[src/sv/sbt_pkg.sv]
// ----------------------------------------------------------------------------
// sbt_pkg: shared types and constants for the source byte tokenizer
// Token kinds, scanner modes, queue entry layout and the keyword compare.
// ----------------------------------------------------------------------------
package sbt_pkg;

  localparam int unsigned TokWidth    = 16;
  localparam int unsigned PrefixDepth = 6;
  localparam int unsigned QDepth      = 4;

  localparam logic [TokWidth-1:0] LenMax = '1;

  localparam logic [7:0] ChUnderscore = 8'h5F;
  localparam logic [7:0] ChEqual      = 8'h3D;

  typedef enum logic [4:0] {
    TK_EOF       = 5'd0,
    TK_LET       = 5'd1,
    TK_MUT       = 5'd2,
    TK_IF        = 5'd3,
    TK_ELSE      = 5'd4,
    TK_ELIF      = 5'd5,
    TK_UNSAFE    = 5'd6,
    TK_TYPE      = 5'd7,
    TK_IDENT     = 5'd8,
    TK_NUMBER    = 5'd9,
    TK_LBRACE    = 5'd10,
    TK_RBRACE    = 5'd11,
    TK_EQ        = 5'd12,
    TK_ASSIGN    = 5'd13,
    TK_COLON     = 5'd14,
    TK_SEMICOLON = 5'd15,
    TK_PLUS      = 5'd16,
    TK_MINUS     = 5'd17,
    TK_STAR      = 5'd18,
    TK_SLASH     = 5'd19,
    TK_GT        = 5'd20,
    TK_UNKNOWN   = 5'd21
  } tok_kind_e;

  typedef enum logic [1:0] {
    MODE_IDLE   = 2'd0,
    MODE_IDENT  = 2'd1,
    MODE_NUMBER = 2'd2,
    MODE_EQ     = 2'd3
  } scan_mode_e;

  typedef logic [PrefixDepth-1:0][7:0] prefix_t;

  typedef struct packed {
    tok_kind_e           kind;
    logic [TokWidth-1:0] start;
    logic [TokWidth-1:0] length;
  } token_t;

  // One queue entry carries all tokens caused by one byte
  typedef struct packed {
    token_t first;
    token_t second;
    logic   two;
  } entry_t;

  function automatic logic is_letter(input logic [7:0] c);
    return (c >= "a" && c <= "z") || (c >= "A" && c <= "Z") || c == ChUnderscore;
  endfunction

  function automatic logic is_numeral(input logic [7:0] c);
    return c >= "0" && c <= "9";
  endfunction

  function automatic logic is_space(input logic [7:0] c);
    return c == " " || (c >= 8'd9 && c <= 8'd13);
  endfunction

  function automatic tok_kind_e single_kind(input logic [7:0] c);
    tok_kind_e k;
    unique case (c)
      "{":     k = TK_LBRACE;
      "}":     k = TK_RBRACE;
      ":":     k = TK_COLON;
      ";":     k = TK_SEMICOLON;
      "+":     k = TK_PLUS;
      "-":     k = TK_MINUS;
      "*":     k = TK_STAR;
      "/":     k = TK_SLASH;
      ">":     k = TK_GT;
      default: k = TK_UNKNOWN;
    endcase
    return k;
  endfunction

  // Classify a finished identifier: keyword, type name or plain identifier
  function automatic tok_kind_e ident_kind(input prefix_t p, input logic [TokWidth-1:0] len,
                                           input logic type_cand, input logic tail_digits);
    tok_kind_e k;
    k = TK_IDENT;
    if (len == TokWidth'(3) && p[0] == "l" && p[1] == "e" && p[2] == "t") begin
      k = TK_LET;
    end else if (len == TokWidth'(3) && p[0] == "m" && p[1] == "u" && p[2] == "t") begin
      k = TK_MUT;
    end else if (len == TokWidth'(2) && p[0] == "i" && p[1] == "f") begin
      k = TK_IF;
    end else if (len == TokWidth'(4) && p[0] == "e" && p[1] == "l" && p[2] == "s"
                 && p[3] == "e") begin
      k = TK_ELSE;
    end else if (len == TokWidth'(4) && p[0] == "e" && p[1] == "l" && p[2] == "i"
                 && p[3] == "f") begin
      k = TK_ELIF;
    end else if (len == TokWidth'(6) && p[0] == "u" && p[1] == "n" && p[2] == "s"
                 && p[3] == "a" && p[4] == "f" && p[5] == "e") begin
      k = TK_UNSAFE;
    end else if (type_cand && len > TokWidth'(1) && tail_digits) begin
      k = TK_TYPE;
    end
    return k;
  endfunction

endpackage

[src/sv/sbt_if.sv]
// ----------------------------------------------------------------------------
// sbt_in_if / sbt_out_if: valid/ready channels of the tokenizer
// Byte channel into the block and token channel out of it.
// ----------------------------------------------------------------------------
interface sbt_in_if;
  logic       valid;
  logic       ready;
  logic [7:0] ch;
  logic       end_of_source;

  modport source (output valid, output ch, output end_of_source, input ready);
  modport sink   (input valid, input ch, input end_of_source, output ready);
endinterface

interface sbt_out_if;
  logic        valid;
  logic        ready;
  logic [4:0]  token_kind;
  logic [15:0] token_start;
  logic [15:0] token_length;
  logic        last;

  modport source (output valid, output token_kind, output token_start,
                  output token_length, output last, input ready);
  modport sink   (input valid, input token_kind, input token_start,
                  input token_length, input last, output ready);
endinterface

[src/sv/sbt_front.sv]
// ----------------------------------------------------------------------------
// sbt_front: scanner front end
// Accepts one byte a cycle while the queue is not full, tracks the pending
// token and pushes the tokens that each byte closes into the queue.
// ----------------------------------------------------------------------------
module sbt_front #(
  parameter int unsigned OFFSET_WIDTH = 16
) (
  input  logic             clk_i,
  input  logic             rst_ni,
  sbt_in_if.sink           in_i,
  input  logic             full_i,
  output logic             push_o,
  output sbt_pkg::entry_t  push_data_o
);
  import sbt_pkg::*;

  scan_mode_e              mode_q, mode_d;
  logic [TokWidth-1:0]     start_q, start_d;
  logic [TokWidth-1:0]     run_q, run_d;
  logic [OFFSET_WIDTH-1:0] offset_q, offset_d;
  prefix_t                 prefix_q, prefix_d;
  logic                    type_q, type_d;
  logic                    tail_q, tail_d;

  logic [TokWidth-1:0]     off16;
  logic                    accept;
  logic                    a_v, b_v;
  token_t                  tok_a, tok_b, flush_tok;
  logic [7:0]              c;

  // Start offsets are reported in 16 bits
  if (OFFSET_WIDTH >= TokWidth) begin : g_off_trunc
    assign off16 = offset_q[TokWidth-1:0];
  end else begin : g_off_ext
    assign off16 = {{(TokWidth-OFFSET_WIDTH){1'b0}}, offset_q};
  end

  assign in_i.ready = !full_i;
  assign accept     = in_i.valid && in_i.ready;
  assign c          = in_i.ch;

  // Token that closes the pending run
  always_comb begin
    flush_tok.start = start_q;
    unique case (mode_q)
      MODE_IDENT: begin
        flush_tok.kind   = ident_kind(prefix_q, run_q, type_q, tail_q);
        flush_tok.length = run_q;
      end
      MODE_NUMBER: begin
        flush_tok.kind   = TK_NUMBER;
        flush_tok.length = run_q;
      end
      MODE_EQ: begin
        flush_tok.kind   = TK_ASSIGN;
        flush_tok.length = TokWidth'(1);
      end
      default: begin
        flush_tok.kind   = TK_EOF;
        flush_tok.length = '0;
      end
    endcase
  end

  // Scan one byte: extend, close and start tokens
  always_comb begin
    mode_d   = mode_q;
    start_d  = start_q;
    run_d    = run_q;
    offset_d = offset_q;
    prefix_d = prefix_q;
    type_d   = type_q;
    tail_d   = tail_q;
    a_v      = 1'b0;
    b_v      = 1'b0;
    tok_a    = flush_tok;
    tok_b    = '{kind: TK_EOF, start: off16, length: '0};

    if (accept) begin
      if (in_i.end_of_source) begin
        // Close the pending token, report end and clear all state
        a_v      = (mode_q != MODE_IDLE);
        b_v      = 1'b1;
        mode_d   = MODE_IDLE;
        start_d  = '0;
        run_d    = '0;
        offset_d = '0;
        prefix_d = '0;
        type_d   = 1'b0;
        tail_d   = 1'b1;
      end else begin
        offset_d = offset_q + OFFSET_WIDTH'(1);
        if ((mode_q == MODE_IDENT && (is_letter(c) || is_numeral(c)))
            || (mode_q == MODE_NUMBER && is_numeral(c))) begin
          // Extend the current run
          if (mode_q == MODE_IDENT) begin
            if (run_q < TokWidth'(PrefixDepth)) begin
              prefix_d[run_q[$clog2(PrefixDepth)-1:0]] = c;
            end
            if (!is_numeral(c)) begin
              tail_d = 1'b0;
            end
          end
          if (run_q != LenMax) begin
            run_d = run_q + TokWidth'(1);
          end
        end else if (mode_q == MODE_EQ && c == ChEqual) begin
          a_v          = 1'b1;
          tok_a.kind   = TK_EQ;
          tok_a.length = TokWidth'(2);
          mode_d       = MODE_IDLE;
        end else begin
          a_v    = (mode_q != MODE_IDLE);
          mode_d = MODE_IDLE;
          priority if (is_space(c)) begin
            mode_d = MODE_IDLE;
          end else if (is_letter(c)) begin
            mode_d      = MODE_IDENT;
            start_d     = off16;
            run_d       = TokWidth'(1);
            prefix_d    = '0;
            prefix_d[0] = c;
            type_d      = (c == "u" || c == "i");
            tail_d      = 1'b1;
          end else if (is_numeral(c)) begin
            mode_d  = MODE_NUMBER;
            start_d = off16;
            run_d   = TokWidth'(1);
          end else if (c == ChEqual) begin
            mode_d  = MODE_EQ;
            start_d = off16;
            run_d   = TokWidth'(1);
          end else begin
            b_v   = 1'b1;
            tok_b = '{kind: single_kind(c), start: off16, length: TokWidth'(1)};
          end
        end
      end
    end
  end

  // Pack the tokens of this byte in order
  always_comb begin
    push_o             = a_v || b_v;
    push_data_o.first  = a_v ? tok_a : tok_b;
    push_data_o.second = tok_b;
    push_data_o.two    = a_v && b_v;
  end

  // Hold scanner state
  always_ff @(posedge clk_i or negedge rst_ni) begin
    if (!rst_ni) begin
      mode_q   <= MODE_IDLE;
      start_q  <= '0;
      run_q    <= '0;
      offset_q <= '0;
      prefix_q <= '0;
      type_q   <= 1'b0;
      tail_q   <= 1'b1;
    end else begin
      mode_q   <= mode_d;
      start_q  <= start_d;
      run_q    <= run_d;
      offset_q <= offset_d;
      prefix_q <= prefix_d;
      type_q   <= type_d;
      tail_q   <= tail_d;
    end
  end

endmodule

[src/sv/sbt_queue.sv]
// ----------------------------------------------------------------------------
// sbt_queue: token queue between scanner and output stage
// Small register FIFO of per-byte token entries.
// ----------------------------------------------------------------------------
module sbt_queue (
  input  logic            clk_i,
  input  logic            rst_ni,
  input  logic            push_i,
  input  sbt_pkg::entry_t push_data_i,
  input  logic            pop_i,
  output sbt_pkg::entry_t pop_data_o,
  output logic            full_o,
  output logic            empty_o
);
  import sbt_pkg::*;

  localparam int unsigned PtrW = $clog2(QDepth);

  entry_t            mem_q [QDepth];
  logic [PtrW-1:0]   wr_q, rd_q;
  logic [PtrW:0]     cnt_q;

  assign full_o     = (cnt_q == (PtrW+1)'(QDepth));
  assign empty_o    = (cnt_q == '0);
  assign pop_data_o = mem_q[rd_q];

  // Store entries
  always_ff @(posedge clk_i) begin
    if (push_i) begin
      mem_q[wr_q] <= push_data_i;
    end
  end

  // Advance pointers and count
  always_ff @(posedge clk_i or negedge rst_ni) begin
    if (!rst_ni) begin
      wr_q  <= '0;
      rd_q  <= '0;
      cnt_q <= '0;
    end else begin
      if (push_i) begin
        wr_q <= wr_q + PtrW'(1);
      end
      if (pop_i) begin
        rd_q <= rd_q + PtrW'(1);
      end
      cnt_q <= cnt_q + (PtrW+1)'(push_i) - (PtrW+1)'(pop_i);
    end
  end

endmodule

[src/sv/sbt_back.sv]
// ----------------------------------------------------------------------------
// sbt_back: token output stage
// Splits queue entries into single tokens and holds them in an output
// register until the sink takes them.
// ----------------------------------------------------------------------------
module sbt_back (
  input  logic            clk_i,
  input  logic            rst_ni,
  input  sbt_pkg::entry_t pop_data_i,
  input  logic            empty_i,
  output logic            pop_o,
  sbt_out_if.source       out_o
);
  import sbt_pkg::*;

  logic   out_valid_q, out_last_q, pend_valid_q;
  token_t out_tok_q, pend_tok_q;
  logic   out_free;

  assign out_free = !out_valid_q || out_o.ready;
  assign pop_o    = out_free && !pend_valid_q && !empty_i;

  assign out_o.valid        = out_valid_q;
  assign out_o.token_kind   = out_tok_q.kind;
  assign out_o.token_start  = out_tok_q.start;
  assign out_o.token_length = out_tok_q.length;
  assign out_o.last         = out_last_q;

  // Control: output valid and held second token
  always_ff @(posedge clk_i or negedge rst_ni) begin
    if (!rst_ni) begin
      out_valid_q  <= 1'b0;
      pend_valid_q <= 1'b0;
    end else if (out_free) begin
      if (pend_valid_q) begin
        out_valid_q  <= 1'b1;
        pend_valid_q <= 1'b0;
      end else begin
        out_valid_q  <= !empty_i;
        pend_valid_q <= !empty_i && pop_data_i.two;
      end
    end
  end

  // Payload: load next token on each transfer
  always_ff @(posedge clk_i) begin
    if (out_free) begin
      if (pend_valid_q) begin
        out_tok_q  <= pend_tok_q;
        out_last_q <= 1'b1;
      end else begin
        out_tok_q  <= pop_data_i.first;
        out_last_q <= !pop_data_i.two;
        pend_tok_q <= pop_data_i.second;
      end
    end
  end

endmodule

[src/sv/source_byte_tokenizer_top.sv]
// ----------------------------------------------------------------------------
// source_byte_tokenizer_top: streaming lexer for source text
// Takes one byte per transfer and reports tokens with kind, start and length.
// ----------------------------------------------------------------------------
// The block takes one source byte per cycle while its four-entry token queue
// has room; each byte closes at most two tokens, which leave the output
// register one per cycle while the sink is ready, so the sustained rate is
// one byte per cycle except where a byte emits two tokens. A byte's first
// token is registered in the queue and then in the output register. An item
// with end_of_source set closes the pending token, emits eof and clears the
// offset counter, which otherwise wraps modulo 2^OFFSET_WIDTH.
module source_byte_tokenizer_top #(
  parameter int unsigned OFFSET_WIDTH = 16
) (
  input  logic      clk_i,
  input  logic      rst_ni,
  sbt_in_if.sink    in_i,
  sbt_out_if.source out_o
);
  import sbt_pkg::*;

  logic   push, pop, full, empty;
  entry_t push_data, pop_data;

  sbt_front #(
    .OFFSET_WIDTH(OFFSET_WIDTH)
  ) u_front (
    .clk_i       (clk_i),
    .rst_ni      (rst_ni),
    .in_i        (in_i),
    .full_i      (full),
    .push_o      (push),
    .push_data_o (push_data)
  );

  sbt_queue u_queue (
    .clk_i       (clk_i),
    .rst_ni      (rst_ni),
    .push_i      (push),
    .push_data_i (push_data),
    .pop_i       (pop),
    .pop_data_o  (pop_data),
    .full_o      (full),
    .empty_o     (empty)
  );

  sbt_back u_back (
    .clk_i      (clk_i),
    .rst_ni     (rst_ni),
    .pop_data_i (pop_data),
    .empty_i    (empty),
    .pop_o      (pop),
    .out_o      (out_o)
  );

endmodule
[src/flat_wrapper.sv]
// flat-port wrapper written by rule: the top's interface ports become plain ports
module source_byte_tokenizer_top_flat import sbt_pkg::*;
#(
  parameter int unsigned OFFSET_WIDTH = 16
)
  (clk_i, rst_ni, in_i_valid, in_i_ch, in_i_end_of_source, in_i_ready, out_o_valid, out_o_token_kind, out_o_token_start, out_o_token_length, out_o_last, out_o_ready);
  sbt_in_if in_i_i ();
  sbt_out_if out_o_i ();
  input  logic clk_i;
  input  logic rst_ni;
  input wire logic [$bits(in_i_i.valid)-1:0] in_i_valid;
  input wire logic [$bits(in_i_i.ch)-1:0] in_i_ch;
  input wire logic [$bits(in_i_i.end_of_source)-1:0] in_i_end_of_source;
  output wire logic [$bits(in_i_i.ready)-1:0] in_i_ready;
  output wire logic [$bits(out_o_i.valid)-1:0] out_o_valid;
  output wire logic [$bits(out_o_i.token_kind)-1:0] out_o_token_kind;
  output wire logic [$bits(out_o_i.token_start)-1:0] out_o_token_start;
  output wire logic [$bits(out_o_i.token_length)-1:0] out_o_token_length;
  output wire logic [$bits(out_o_i.last)-1:0] out_o_last;
  input wire logic [$bits(out_o_i.ready)-1:0] out_o_ready;
  assign in_i_i.valid = in_i_valid;
  assign in_i_i.ch = in_i_ch;
  assign in_i_i.end_of_source = in_i_end_of_source;
  assign in_i_ready = in_i_i.ready;
  assign out_o_valid = out_o_i.valid;
  assign out_o_token_kind = out_o_i.token_kind;
  assign out_o_token_start = out_o_i.token_start;
  assign out_o_token_length = out_o_i.token_length;
  assign out_o_last = out_o_i.last;
  assign out_o_i.ready = out_o_ready;
  source_byte_tokenizer_top #(.OFFSET_WIDTH(OFFSET_WIDTH)) u_core (.clk_i(clk_i), .rst_ni(rst_ni), .in_i(in_i_i), .out_o(out_o_i));
endmodule
[config.mk]
export PLATFORM = sky130hd
export DESIGN_NAME = source_byte_tokenizer_top_flat
export DESIGN_NICKNAME = d
export VERILOG_FILES = /design/src/sv/sbt_pkg.sv /design/src/sv/sbt_if.sv /design/src/sv/sbt_front.sv /design/src/sv/sbt_queue.sv /design/src/sv/sbt_back.sv /design/src/sv/source_byte_tokenizer_top.sv /design/src/flat_wrapper.sv
export SDC_FILE = /design/constraint.sdc
export NUM_CORES = 1
export LEC_CHECK = 0
export ABC_AREA = 1
export BUFFER_PORTS_ARGS = -buffer_cell sky130_fd_sc_hd__buf_2
export CAP_MARGIN = 20
export CORE_MARGIN = 2
export CORE_UTILIZATION = 30
export DETAILED_ROUTE_END_ITERATION = 12
export PLACE_DENSITY = 0.49
export SLEW_MARGIN = 10
export SYNTH_ARGS = -nofsm -noshare
export SYNTH_HDL_FRONTEND = slang
export SYNTH_SLANG_ARGS = --single-unit
[constraint.sdc]
create_clock -name clk_i -period 9.8 [get_ports clk_i]
set_clock_uncertainty 0.15 [all_clocks]
set_input_delay 0 -clock clk_i [delete_from_list [all_inputs] [get_ports clk_i]]
set_output_delay 0 -clock clk_i [all_outputs]
set_load 0.01 [all_outputs]
## Yosys cells after proc, flatten, opt, wreduce, memory -nomap -nowiden

Memory sizes are Yosys's and may differ from the RTL's.
Cells that the tools add are included.

| storage, ports and cells | value |
|---|---|
| word-level logic and storage cells | 245 |
| bits of input ports | 13 |
| output and inout port bits | 40 |
| RAM bits | 300 |
| register bits after elaboration | 184 |
| memories kept | 1 |

Memories:

| memory | words | bits a word | read ports | clocked after memory_dff | write ports | line | source |
|---|---|---|---|---|---|---|---|
| u_core.u_queue.mem_q | 4 | 75 | 1 | 0 | 1 | sbt_queue.sv:19 | `entry_t mem_q [QDepth];` |

| cells by class | value |
|---|---|
| multiplexer cells | 89 |
| bitwise operators | 1 |
| add/sub/neg operators | 6 |
| equal/unequal tests | 50 |
| order comparisons | 12 |
| reductions and logical operators | 62 |

Operators with widths:

| operator | count |
|---|---|
| 37-bit two-way mux | 10 |
| 48-bit two-way mux | 7 |
| 16-bit two-way mux | 20 |
| 8-bit by 7-bit == test with 1-bit output (second input constant) | 23 |
| 8-bit by 6-bit == test with 1-bit output (second input constant) | 9 |
| 48-bit bitwise mux | 1 |
| 5-bit one-hot mux with 9 select lines | 1 |
| 1-bit logical AND | 35 |
| 16-bit by 1-bit adder with 16-bit output (second input constant) | 2 |
| 16-bit by 2-bit == test with 1-bit output (second input constant) | 2 |
| 16-bit by 3-bit == test with 1-bit output (second input constant) | 2 |
| 16-bit one-hot mux with 2 select lines | 1 |
| 1-bit two-way mux | 28 |
| 4-bit two-way mux | 7 |
| 8-bit demux with 3-bit select | 1 |
| 5-bit two-way mux | 4 |
| 8-bit by 7-bit >= comparator with 1-bit output (second input constant) | 2 |
| 16-bit by 1-bit greater-than comparator with 1-bit output (second input constant) | 1 |
| 8-bit by 7-bit <= comparator with 1-bit output (second input constant) | 2 |
| 16-bit by 3-bit < comparator with 1-bit output (second input constant) | 1 |
| 16-bit inequality test (second input constant) | 1 |
| 5-bit one-hot mux with 3 select lines | 1 |
| 5-bit AND reduction | 3 |
| 2-bit two-way mux | 7 |
| other kinds (27) | 49 |

## Logic depth before layout (Yosys ltp)

Gate-level depths: netlist of the first run.

| depth | value |
|---|---|
| depth in word-level cells | 19 |
| gate-level depth with buffers | 18 |
| depth with buffers taken out | 17 |

## Modules after synthesis

Synthesis of the first run repeated with hierarchy kept, for this count alone.

| unflattened totals | value |
|---|---|
| cell total of the unflattened synthesis | 2288 |
| area, all modules | 22073.7 um^2 |

Modules (own cells, without submodules):

| module | times used | cells an instance | area an instance (um^2) |
|---|---|---|---|
| sbt_queue | 1 | 1221 | 13016.2 |
| sbt_front | 1 | 856 | 6223.5 |
| sbt_back | 1 | 211 | 2834.0 |

## Worst setup path before layout of the first run

Ideal clock, no wire load.

| timing path | value |
|---|---|
| path kind | register -> register |
| start | register u_core.u_front.mode_q[1] |
| end | memory u_core.u_queue.mem_q[0][0] (netlist name), enable pin |
| setup slack | 5.076 ns |
| setup time | 0.479 ns |
| cell stages (with the launch flop) | 13 |
| data required time | 9.171 ns |
| period minus slack after synthesis | 4.724 ns |
| buffers on the path | 1 |
| arrival | 4.095 ns |
| cells stage by stage | dfrtp_1 -> inv_1 -> ha_1 -> o21ai_2 -> o21ai_4 -> nand2_4 -> nand2_1 -> inv_2 -> nand2_4 -> buf_6 -> nand2_2 -> inv_2 -> nor2_1 |

| on the way | value |
|---|---|
| word-level cells in the longest chain between the ends | 9 |
| elaborated cells on any way between the ends | 19 |
| those cells by class | eq/ne (3); mux (10); reduce/logical (6) |

RTL lines:

| item | line | source |
|---|---|---|
| from (decl) | sbt_front.sv:18 | `scan_mode_e mode_q, mode_d;` |
| from (signal assigned) | sbt_front.sv:162 | `mode_q <= mode_d;` |
| 2-bit == test (tied with other cells) | sbt_front.sv:108 | `end else if (mode_q == MODE_EQ && c == ChEqual) begin` |
| 1-bit logical AND (on tied branches) | sbt_front.sv:108, sbt_front.sv:94, sbt_front.sv:95 |  |
| 1-bit two-way mux or 1-bit logical OR (tied branches) | sbt_front.sv:108, sbt_front.sv:95 |  |
| 1-bit two-way mux | sbt_front.sv:94 | `if ((mode_q == MODE_IDENT && (is_letter(c) \|\| is_numeral(c)))` |
| 1-bit two-way mux | sbt_front.sv:81 | `if (in_i.end_of_source) begin` |
| 1-bit two-way mux | sbt_front.sv:80 | `if (accept) begin` |
| 1-bit logical OR * | sbt_front.sv:145 | `push_o = a_v \|\| b_v;` |
| 1-bit two-way mux * | sbt_queue.sv:29 | `if (push_i) begin` |
| 1-bit two-way mux (not written as such) * | sbt_queue.sv:30 | `mem_q[wr_q] <= push_data_i;` |
| to (decl) | sbt_queue.sv:19 |  |

Mark *: on every way between the ends. The rest lies on a longest branch, timed or not.

## Worst setup path in the final report of the first run

| timing path | value |
|---|---|
| start | register u_core.u_front.mode_q[1] |
| end | register u_core.u_queue.cnt_q[2] |

| on the way | value |
|---|---|
| word-level cells in the longest chain between the ends | 9 |
| elaborated cells on any way between the ends | 19 |
| those cells by class | add/sub (2); eq/ne (3); mux (8); reduce/logical (6) |

RTL lines:

| item | line | source |
|---|---|---|
| 2-bit == test (tied with other cells) | sbt_front.sv:108 |  |
| 1-bit logical AND (on tied branches) | sbt_front.sv:108, sbt_front.sv:94, sbt_front.sv:95 |  |
| 1-bit two-way mux or 1-bit logical OR (tied branches) | sbt_front.sv:108, sbt_front.sv:95 |  |
| 1-bit two-way mux | sbt_front.sv:94 |  |
| 1-bit two-way mux | sbt_front.sv:81 |  |
| 1-bit two-way mux | sbt_front.sv:80 |  |
| 1-bit logical OR * | sbt_front.sv:145 |  |
| 3-bit by 1-bit adder with 3-bit output * | sbt_queue.sv:47 | `cnt_q <= cnt_q + (PtrW+1)'(push_i) - (PtrW+1)'(pop_i);` |
| 3-bit by 1-bit subtractor with 3-bit output * | sbt_queue.sv:47 |  |
| to (signal assigned) | sbt_queue.sv:47 |  |
| to (decl) | sbt_queue.sv:21 | `logic [PtrW:0] cnt_q;` |

Marked as above.
A chain may end at the register's enable or synchronous reset.

==> flow_summary_export.csv, run 1 <==
group,metric,value,unit
clock_tree,clockRootBuffer,"clkbuf_16",
setup_path,rr_startpoint,"u_core.u_front.mode_q[1]$_DFFE_PN0P_",
setup_path,cp.arrival,3.66,ns
pwr,powerDensity,274,nW/um^2
routing,dr_wl_met3,2360,um
timing,setup_violations,0,
placed_design,place_inst,2473,
pwr,seqPwrFrac,0.455,
routing,vias,12300,
setup_path,worst-path-max-fanout,16,
synthesis,synth_ff_type,"edfxtp_1",
placed_design,hpwl,26700,um
finish,finalInstanceArea,20600,sq um
setup_path,cp-start-kind,"register",
synthesis,syn_nets,1740,
routing,dr.pass1.iters,7,
pwr,totalPowerFinal,5.63,mW
clock_tree,clockBufferDepth,3,
routing,post_drt_wl_per_cell,17.2,um
die,io_pins,53,
synthesis,synth_area_leaders,"edfxtp_1 51%, dfrtp_1 15%, nor2_1 6.7%, nand2_1 5.9%, o21ai_0 5.0%",
synthesis,yosysTopAreaCellShare,0.505,
clock_tree,cts_inserted_buffers,47,
global_routing,antenna_found_initial,0,
global_routing,grt_pass1_vias,12000,
synthesis,synth_seq_cells,409,
finish,syn_to_final_growth,15.4,%
placed_design,port_buffers,52,
routing,top_layer,"met4",
pwr,clkPwrFrac,0.307,
global_routing,track_usage,0.147,
die,die_y,248,um
synthesis,synth.distinct_cells,48,
routing,ant_nets,0,
pwr,power_switching,1.85,mW
clock_tree,cts_tree,"built",
global_routing,overflow,0,
global_routing,grt_max_degree,121,
clock_tree,cts_sinks,409,
synthesis,syn_avg_cell_area,10.4,sq um
timing,relSlewSlack,0.259,
setup_path,cp-end-kind,"register",
timing,min_period,3.35,ns
pwr,internal_power,3.78,mW
clock_tree,htree_num_levels,2,
finish,finish.net_count,1795,
finish,diodes,0,
finish,final_common_cell,"nor2_1",
pwr,ir_worst_vdd,171,uV
timing,tns,0,ns
timing,rsz0062_at_grt,"false",
min_path,hold_path_class,"in2reg",
routing,met2_length,19600,um
status,status,"finished clean",
clock_tree,cts-resized-gates,0,
timing,fin_crit_sh,0.342,
pwr,leakage,7.75,nW
run,maxCapViolCount,0,
synthesis,netlist_area,17800,sq um
synthesis,async_flop_share,0.267,
global_routing,grt_pass1_wl,70000,um
timing,hold_viol_final,0,
timing,worst_pin_slew,1.10,ns
synthesis,yosysSeqAreaShare,0.658,
synthesis,synth_warnings,0,
setup_path,reg2reg_depth,15,
die,die-area,61400,sq um
setup_path,critPathKind,"reg2reg",
clock_tree,clk_pin_slew,0.06,ns
finish,fin_cells,2578,
min_path,holdPathEnd,"u_core.u_front.prefix_q[0]$_DFFE_PN0P_",
finish,most-common-layout-cells,"312 x nor2_1, 300 x edfxtp_1, 281 x nand2_1, 177 x o21ai_0, 106 x dfrtp_1",
placed_design,place_area,18800,sq um
setup_path,worst-r2r-setup-slack,6.45,ns
timing,fmax,298,MHz
synthesis,syn_inst,1711,
synthesis,synth_top_area_cell,"edfxtp_1",
routing,dr.first_iter.drc_count,964,
routing,drt-met1-wl,21700,um
die,rows,89,
finish,drive_above_1_share,0.110,
placed_design,routabilityCongestion,0.879,
min_path,worstHoldStart,"in_i_ch[0]",
min_path,worstHoldPathCells,4,
timing,slew_violations,0,
routing,drc_errors,0,
clock_tree,clkLatencyLatePin,0.59,ns
routing,viasPerCell,4.77,
setup_path,r2r-end,"u_core.u_queue.cnt_q[2]$_DFF_PN0_",
pwr,sw_frac_of_total,0.329,
die,core_area,58900,sq um
routing,routed_wirelength,44400,um
timing,hold_ws,0.161,ns
die,start_util,0.303,
setup_path,critPathRequiredTime,10.11,ns
pwr,pwr-share-comb,0.238,
synthesis,synth_edf_count,300,
die,die_w,248,um
==> timing repair <==
item,in CTS,in global routing
setup buffers,0,0
hold buffers,15,0
hold endpoints to repair,137,0
==> routing by layer <==
layer / track usage / vias to the layer above
met5: 0 / -
met4: 0.0361 / 0
met3: 0.0275 / 52
met2: 0.227 / 296
met1: 0.213 / 5950
li1: - / 5988
==> power groups by stage <==
stage	clock (mW)	combinational, mW	sequential, mW
2_1_floorplan	0	0.875	2.58
3_3_place_gp	0	1.34	2.60
3_5_place_dp	0	1.35	2.60
4_1_cts	1.78	1.36	2.57
5_1_grt	1.85	1.53	2.61
6_report	1.73	1.34	2.56
==> synthesized netlist by cell type (all sizes together) (3+ instances only) <==
library cell	count
xor2	17
edfxtp	300
clkinv	7
ha	15
o21ai	201
clkbuf	49
dfrtp	108
inv	110
nor4	7
o22ai	23
a31oi	23
o2111ai	3
or2	7
buf	27
nor3	44
nand2	292
nand4	19
nand3	93
a21oi	32
nor2	319
==> logic make-up (layout without fill, tap and decap cells) <==
logic type,after synthesis,after routing,synth area share
xor gates and xnor gates,18,18,0.00884
DFF,409,409,0.658
AOI/OAI and AO/OA,290,290,0.0901
buffers and inverters,193,287,0.0457
and+or+nand+nor,785,785,0.185
adders and majority gates,16,16,0.0116
==> worst max path at each step <==
stage / from / endpoint / slack [ns] / cells past startpoint
5_1_grt: u_core.u_front.mode_q[1]$_DFFE_PN0P_ / u_core.u_queue.mem_q[1][52]$_DFFE_PP_ / 6.21 / 12
2_1_floorplan: u_core.u_front.mode_q[1]$_DFFE_PN0P_ / u_core.u_queue.mem_q[0][0]$_DFFE_PP_ / 5.08 / 12
6_report: u_core.u_front.mode_q[1]$_DFFE_PN0P_ / u_core.u_queue.cnt_q[2]$_DFF_PN0_ / 6.45 / 15
4_1_cts: u_core.u_front.mode_q[1]$_DFFE_PN0P_ / u_core.u_queue.cnt_q[2]$_DFF_PN0_ / 6.43 / 15
3_5_place_dp: u_core.u_front.mode_q[1]$_DFFE_PN0P_ / u_core.u_queue.cnt_q[2]$_DFF_PN0_ / 6.45 / 15
3_3_place_gp: u_core.u_front.mode_q[1]$_DFFE_PN0P_ / u_core.u_queue.mem_q[0][63]$_DFFE_PP_ / 6.54 / 12
==> state kept, by name (all words and copies together), names as in the netlist, 2 cells and up <==
| signal | cells |
|---|---|
| u_core.u_queue.mem_q | 240 |
| u_core.u_queue.wr_q | 2 |
| u_core.u_back.out_o.token_kind | 5 |
| u_core.u_back.out_o.token_length | 16 |
| u_core.u_back.pend_tok_q | 22 |
| u_core.u_queue.cnt_q | 3 |
| u_core.u_back.out_o.token_start | 16 |
| u_core.u_front.mode_q | 2 |
| u_core.u_front.prefix_q | 48 |
| u_core.u_front.start_q | 16 |
| u_core.u_front.run_q | 16 |
| u_core.u_front.off16 | 16 |
| u_core.u_queue.rd_q | 2 |
==> worst max-delay path, stage by stage, from the launching register on <==
cell	delay [ns]
dfrtp_1	0.40
inv_1	0.11
ha_1	0.23
inv_1	0.10
o21ai_4	0.37
nand2_4	0.24
nand2_1	0.13
inv_2	0.07
nand2_4	0.15
nand2_2	0.11
inv_2	0.20
ha_1	0.17
inv_1	0.04
ha_1	0.18
fa_1	0.38
xor2_1	0.17
==> area by class of cell <==
| class | instances | area, sq um |
|---|---|---|
| clock buffer | 63 | 1270 |
| clock inverter | 25 | 273 |
| fill | 5830 | 38300 |
| inverter | 117 | 439 |
| multi-input combinational | 1109 | 5320 |
| sequential | 409 | 11700 |
| tap | 773 | 967 |
| timing repair buffer | 82 | 563 |
==> stage by stage <==
step,setup slack [ns],util
3_3_place_gp,6.54,0.320
4_1_cts,6.43,0.349
2_1_floorplan,5.08,-
5_1_grt,6.21,0.349
6_report,6.45,0.349
3_5_place_dp,6.45,0.320
Note: power is estimated with default switching activity, not from simulation.
==> run 2: changes to the inputs <==
Settings changed: ABC_AREA 1 to 0.
Clock period 9.8 ns to 3.2 ns, I/O delays scaled along.
==> run 2 against run 1 <==
Routed wire length down 9.8%. Sequential power increased to 3.0 times the previous value. Combinational power grew to 3.0 times the previous value. Utilization up 1.2 points. Clock power rose to 3.1 times the previous value. Via count is 21% lower. Flip-flop and latch count stayed put. Synthesized area shrank 3.2%. Count of clock-buffer cells in the layout up 1. Die area is 3.2% lower. Largest power group unchanged.
==> flow_summary_export.csv, run 2 <==
group,metric,value,unit
setup_path,reg2reg_depth,9,
synthesis,async_flop_share,0.267,
setup_path,crit_chain,"inv_1, ha_1, inv_1, o31a_1, buf_4, nor2_4, o21ai_0, o41ai_1, dlygate4sd3_1",
routing,dr.pass1.iters,5,
pwr,sw_frac_of_total,0.281,
finish,most-common-layout-cells,"300 x edfxtp_1, 144 x nand2_1, 105 x dfrtp_1, 60 x mux4_2, 51 x buf_2",
timing,rsz0062_at_grt,"false",
routing,ant_nets,0,
clock_tree,cts_inserted_buffers,47,
finish,final_common_cell,"edfxtp_1",
setup_path,worst-r2r-setup-slack,0.26,ns
clock_tree,clk_pin_slew,0.06,ns
clock_tree,clockBufferDepth,3,
finish,diodes,0,
finish,final_util,0.361,
min_path,worstHoldStart,"in_i_ch[5]",
setup_path,critPathBufInv,4,
run,maxCapViolCount,0,
global_routing,antenna_found_initial,0,
synthesis,synth_seq_cells,409,
synthesis,syn_nets,1156,
timing,fmax,340,MHz
pwr,ir_worst_vdd,428,uV
timing,fin_ws,0.255,ns
synthesis,yosys-top-cells-count,"300 x edfxtp_1, 144 x nand2_1, 108 x dfrtp_1, 60 x mux4_2, 45 x o21ai_0",
routing,vias,9762,
die,io_pins,53,
timing,slew_violations,0,
synthesis,synth_area_leaders,"edfxtp_1 52%, dfrtp_1 16%, mux4_2 7.8%, nand2_1 3.1%, mux2_2 1.5%",
placed_design,place_area,18700,sq um
die,die_w,244,um
placed_design,port_buffers,52,
finish,regMostFlops,"u_core.u_queue.mem_q",
synthesis,syn_avg_cell_area,15.3,sq um
placed_design,dp_slack,0.274,ns
routing,post_drt_wl_per_cell,19.7,um
setup_path,critPathKind,"reg2reg",
synthesis,synth_warnings,0,
pwr,totalPowerFinal,17.0,mW
finish,finalInstanceArea,20400,sq um
min_path,holdPathEnd,"u_core.u_front.prefix_q[5]$_DFFE_PN0P_",
synthesis,netlist_area,17300,sq um
global_routing,grt_max_degree,49,
timing,hold_viol_final,0,
finish,largest_reg_flops,240,
timing,relSlewSlack,0.334,
routing,dr.first_iter.drc_count,647,
global_routing,track_usage,0.137,
min_path,worstHoldPathCells,3,
pwr,pwr-share-comb,0.235,
setup_path,crit_slowest_cell,"dlygate4sd3_1",
timing,hold_ws,0.247,ns
global_routing,grt_pass1_wl,62000,um
setup_path,cp-end-kind,"register",
routing,drc_errors,0,
clock_tree,cts_sinks,409,
timing,fin_crit_sh,0.920,
placed_design,place_inst,1922,
pwr,power_switching,4.77,mW
setup_path,rr_startpoint,"u_core.u_front.mode_q[1]$_DFFE_PN0P_",
synthesis,synth_ff_type,"edfxtp_1",
synthesis,yosysTopAreaCellShare,0.522,
finish,drive_above_1_share,0.232,
setup_path,cp.arrival,3.30,ns
placed_design,routabilityCongestion,0.790,
pwr,internal_power,12.2,mW
die,rows,87,
finish,finish.net_count,1262,
placed_design,hpwl,24600,um
pwr,seqPwrFrac,0.450,
min_path,hold_path_class,"in2reg",
finish,syn_to_final_growth,18.4,%
synthesis,yosysMostFrequentCell,"edfxtp_1",
synthesis,synth_edf_count,300,
timing,tns,0,ns
pwr,powerDensity,833,nW/um^2
die,die_y,244,um
clock_tree,cts-resized-gates,0,
die,start_util,0.305,
clock_tree,cts_setup_buffers,0,
clock_tree,clkLatencyLatePin,0.58,ns
synthesis,syn_inst,1127,
die,core_area,56600,sq um
timing,min_period,2.94,ns
clock_tree,clockRootBuffer,"clkbuf_16",
setup_path,crit_top_cell,"inv_1",
setup_path,r2r-end,"u_core.u_front.mode_q[0]$_DFFE_PN0P_",
finish,fin_cells,2027,
setup_path,crit_family,"buffers and inverters",
timing,worst_pin_slew,0.998,ns
routing,routed_wirelength,40000,um
clock_tree,htree_num_levels,2,
pwr,leakage,7.32,nW
pwr,clkPwrFrac,0.315,
global_routing,grt_pass1_vias,10100,
setup_path,cp-start-kind,"register",
global_routing,overflow,0,
routing,viasPerCell,4.82,
die,die-area,59500,sq um
clock_tree,cts_tree,"built",
synthesis,synth_top_area_cell,"edfxtp_1",
synthesis,synth.distinct_cells,91,
status,status,"finished clean",
finish,reg_top3,"u_core.u_queue.mem_q x240, u_core.u_front.prefix_q x48, u_core.u_back.pend_tok_q x22",
setup_path,max_stage_delay,0.61,ns
setup_path,worst-path-max-fanout,13,
timing,setup_violations,0,
synthesis,yosysSeqAreaShare,0.680,
setup_path,critPathRequiredTime,3.56,ns
-- run 2: kinds of logic (layout without fill, tap and decap cells) --
logic type | after synthesis | after routing | share of synthesized area
DFF | 409 | 409 | 0.680
and+or+nand+nor | 368 | 369 | 0.114
AOI/OAI and AO/OA | 151 | 151 | 0.0672
muxes | 90 | 90 | 0.0977
buffers and inverters | 77 | 220 | 0.0210
adders and majority gates | 16 | 16 | 0.0120
xor gates and xnor gates | 16 | 16 | 0.00812
-- run 2: power by group through the flow --
| stage | registers [mW] | logic [mW] | clock network, mW |
|---|---|---|---|
| 6_report | 7.66 | 4.00 | 5.35 |
| 5_1_grt | 7.78 | 4.40 | 5.73 |
| 4_1_cts | 7.68 | 4.16 | 5.52 |
| 3_5_place_dp | 7.78 | 4.12 | 0 |
| 3_3_place_gp | 7.74 | 4.09 | 0 |
| 2_1_floorplan | 7.73 | 2.50 | 0 |
-- run 2: layer usage --
layer | GRT usage | wire length, um
met5 | 0 | 0
met1 | 0.190 | 18800
met3 | 0.0252 | 1620
met4 | 0.0352 | 753
met2 | 0.221 | 18900
-- run 2: what timing repair did --
item | 4_1_cts | 5_1_grt
hold buffers | 17 | 0
endpoints found under the setup margin | 0 | 1
hold endpoints to repair | 147 | 0
-- run 2: layout make-up --
cell class,instances,area (sq um)
Clock buffer,64,1330
Clock inverter,23,235
Tap cell,756,946
Timing Repair Buffer,109,906
Inverter,24,90.1
Sequential cell,409,11700
Multi-Input combinational cell,642,5180
Fill cell,5437,36200
-- run 2: worst reg2reg max path, delay by kind of cell, from the launching register on --
| kind | cells | cell delay, ns |
|---|---|---|
| adder cells (fa/ha/maj) | 1 | 0.30 |
| flip-flops | 1 | 0.41 |
| AND/OR/NAND/NOR | 1 | 0.37 |
| AO/OA/AOI/OAI | 3 | 0.61 |
| buffers and inverters | 4 | 1.05 |
-- run 2: how the worst max path moves through the flow --
| stage | cells past startpoint | startpoint | endpoint | slack, ns |
|---|---|---|---|---|
| 2_1_floorplan | 5 | u_core.u_front.mode_q[0]$_DFFE_PN0P_ | u_core.u_queue.mem_q[0][0]$_DFFE_PP_ | 0.28 |
| 3_3_place_gp | 10 | u_core.u_front.mode_q[0]$_DFFE_PN0P_ | u_core.u_queue.cnt_q[2]$_DFF_PN0_ | 0.29 |
| 3_5_place_dp | 12 | in_i_ch[2] | u_core.u_queue.cnt_q[2]$_DFF_PN0_ | 0.27 |
| 4_1_cts | 9 | u_core.u_front.mode_q[1]$_DFFE_PN0P_ | u_core.u_front.mode_q[0]$_DFFE_PN0P_ | 0.16 |
| 5_1_grt | 9 | u_core.u_front.mode_q[1]$_DFFE_PN0P_ | u_core.u_front.mode_q[0]$_DFFE_PN0P_ | 0.11 |
| 6_report | 9 | u_core.u_front.mode_q[1]$_DFFE_PN0P_ | u_core.u_front.mode_q[0]$_DFFE_PN0P_ | 0.26 |
==> run 3: changes to the inputs <==
Settings changed: CORE_UTILIZATION 30 to 35, CTS_CLUSTER_SIZE set to 8, PLACE_DENSITY 0.49 to 0.55.
==> run 3 against run 2 <==
Flip-flop and latch count did not move. Global-route usage rose by 1.7 points. Sequential power rose by 0.8%. Clock power rose by 4.1%. Routed wire length fell by 5.0%. First-iteration DRC count rose by 1.9%. Hold slack got worse by 0.081 ns. Via count rose by 0.58%. Critical endpoint unchanged. Largest power group unchanged.
==> flow_summary_export.csv, run 3 (same netlist as run 2, synthesis figures left out) <==
group,metric,value,unit
clock_tree,clkLatencyLatePin,0.62,ns
global_routing,grt_pass1_wl,59900,um
pwr,ir_worst_vdd,454,uV
routing,vias,9819,
die,rows,81,
die,io_pins,53,
timing,fin_crit_sh,0.955,
routing,dr.pass1.iters,5,
die,start_util,0.353,
setup_path,cp.depth,9,
finish,seqCellArea,11700,sq um
clock_tree,cts-resized-gates,0,
global_routing,grt_pass1_vias,10000,
placed_design,routabilityCongestion,0.844,
routing,post_drt_wl_per_cell,19.5,um
finish,drive_above_1_share,0.217,
finish,final_util,0.417,
timing,hold_viol_final,0,
die,die_w,226,um
global_routing,track_usage,0.154,
timing,rsz0062_at_grt,"false",
setup_path,crit_slowest_cell,"dlygate4sd3_1",
finish,syn_to_final_growth,18.1,%
run,maxCapViolCount,0,
timing,worst_pin_slew,0.856,ns
finish,reg_top3,"u_core.u_queue.mem_q x240, u_core.u_front.prefix_q x48, u_core.u_back.pend_tok_q x22",
finish,final_common_cell,"edfxtp_1",
timing,tns,0,ns
min_path,hold_path_class,"in2reg",
die,core_area,48800,sq um
clock_tree,clockBufferDepth,3,
clock_tree,cts_sinks,409,
routing,dr.first_iter.drc_count,659,
status,status,"finished clean",
timing,min_period,3.05,ns
pwr,powerDensity,841,nW/um^2
setup_path,worst-path-max-fanout,25,
pwr,totalPowerFinal,17.1,mW
clock_tree,htree_num_levels,2,
timing,fmax,327,MHz
setup_path,critPathRequiredTime,3.60,ns
finish,largest_reg_flops,240,
timing,setup_violations,0,
finish,nFillCells,4526,
setup_path,crit_chain,"inv_1, ha_1, inv_1, o31a_1, buf_4, nor2_4, o21ai_0, o41ai_1, dlygate4sd3_1",
die,die-area,51100,sq um
global_routing,antenna_found_initial,0,
setup_path,critPathKind,"reg2reg",
pwr,leakage,7.31,nW
placed_design,hpwl,23000,um
routing,ant_nets,0,
finish,most-common-layout-cells,"300 x edfxtp_1, 144 x nand2_1, 105 x dfrtp_1, 60 x mux4_2, 57 x clkbuf_16",
finish,finish.net_count,1268,
clock_tree,clockRootBuffer,"clkbuf_16",
placed_design,port_buffers,52,
routing,viasPerCell,5.05,
timing,relSlewSlack,0.427,
routing,routed_wirelength,38000,um
setup_path,max_stage_delay,0.62,ns
setup_path,cp-start-kind,"register",
global_routing,grt_max_degree,67,
finish,diodes,0,
finish,regMostFlops,"u_core.u_queue.mem_q",
die,die_y,226,um
routing,drc_errors,0,
setup_path,reg2reg_depth,9,
global_routing,overflow,0,
timing,slew_violations,0,
setup_path,cp.arrival,3.46,ns
setup_path,cp-end-kind,"register",
setup_path,critPathBufInv,4,
setup_path,crit_top_cell,"inv_1",
finish,multi_input_area,5170,sq um
min_path,worstHoldPathCells,3,
clock_tree,cts_inserted_buffers,57,
clock_tree,clk_pin_slew,0.06,ns
setup_path,crit_family,"buffers and inverters",
clock_tree,cts_tree,"built",
[run 3: per-layer routing]
metal | share of wire | wire length [um] | global-route usage
met5 | 0 | 0 | 0
met4 | 0.021 | 796 | 0.0467
met3 | 0.048 | 1830 | 0.0303
met2 | 0.47 | 17700 | 0.241
met1 | 0.47 | 17700 | 0.217
[run 3: cell type report]
class	count	area share
inverter	24	0.00442
sequential	409	0.576
clock inverter	3	0.00393
clock buffer	99	0.0782
timing repair buffer	106	0.0425
tap	664	0.0408
multi-input combinational	641	0.254
[run 3: power breakdown]
part | switching [mW] | total [mW] | leakage, nW | internal (mW)
logic | 2.06 | 3.84 | 2.17 | 1.78
clock network | 2.21 | 5.57 | 0.791 | 3.35
registers | 0.494 | 7.72 | 4.34 | 7.23
total | 4.77 | 17.1 | 7.31 | 12.4
[run 3: what timing repair did]
action / in CTS / in global routing
hold buffers: 17 / 0
setup buffers: 0 / 0
endpoints found under the hold margin: 220 / 0
[run 3: worst paths after layout]
| check | start | endpoint | slack [ns] |
|---|---|---|---|
| max | u_core.u_front.mode_q[1]$_DFFE_PN0P_ | u_core.u_front.mode_q[0]$_DFFE_PN0P_ | 0.15 |
| min reg2reg | u_core.u_front.prefix_q[29]$_DFFE_PN0P_ | u_core.u_front.prefix_q[29]$_DFFE_PN0P_ | 0.33 |
| min in group asynchronous | rst_ni | u_core.u_queue.cnt_q[2]$_DFF_PN0_ | 0.31 |
| max reg2reg | u_core.u_front.mode_q[1]$_DFFE_PN0P_ | u_core.u_front.mode_q[0]$_DFFE_PN0P_ | 0.15 |
| max in group asynchronous | rst_ni | u_core.u_front.tail_q$_DFFE_PN1P_ | 2.17 |
| min | in_i_ch[5] | u_core.u_front.prefix_q[5]$_DFFE_PN0P_ | 0.17 |
[run 3: tightest hold or removal path, stage by stage]
cell and delay, ns:
dlygate4sd3_1 0.52, buf_2 0.20, a22o_1 0.17
[run 3: per-stage QoR]
step                std cells  hold slack [ns]  cell area (sq um)  setup WS, ns
finish                   1946            0.166              20400         0.145
global route             1946            0.167              20400        0.0133
CTS                      1946            0.123              20400         0.235
detailed placement       1827          -0.0746              18500         0.242
global placement         1827          -0.0723              18500         0.297
floorplan                1127           -0.446              17300         0.278
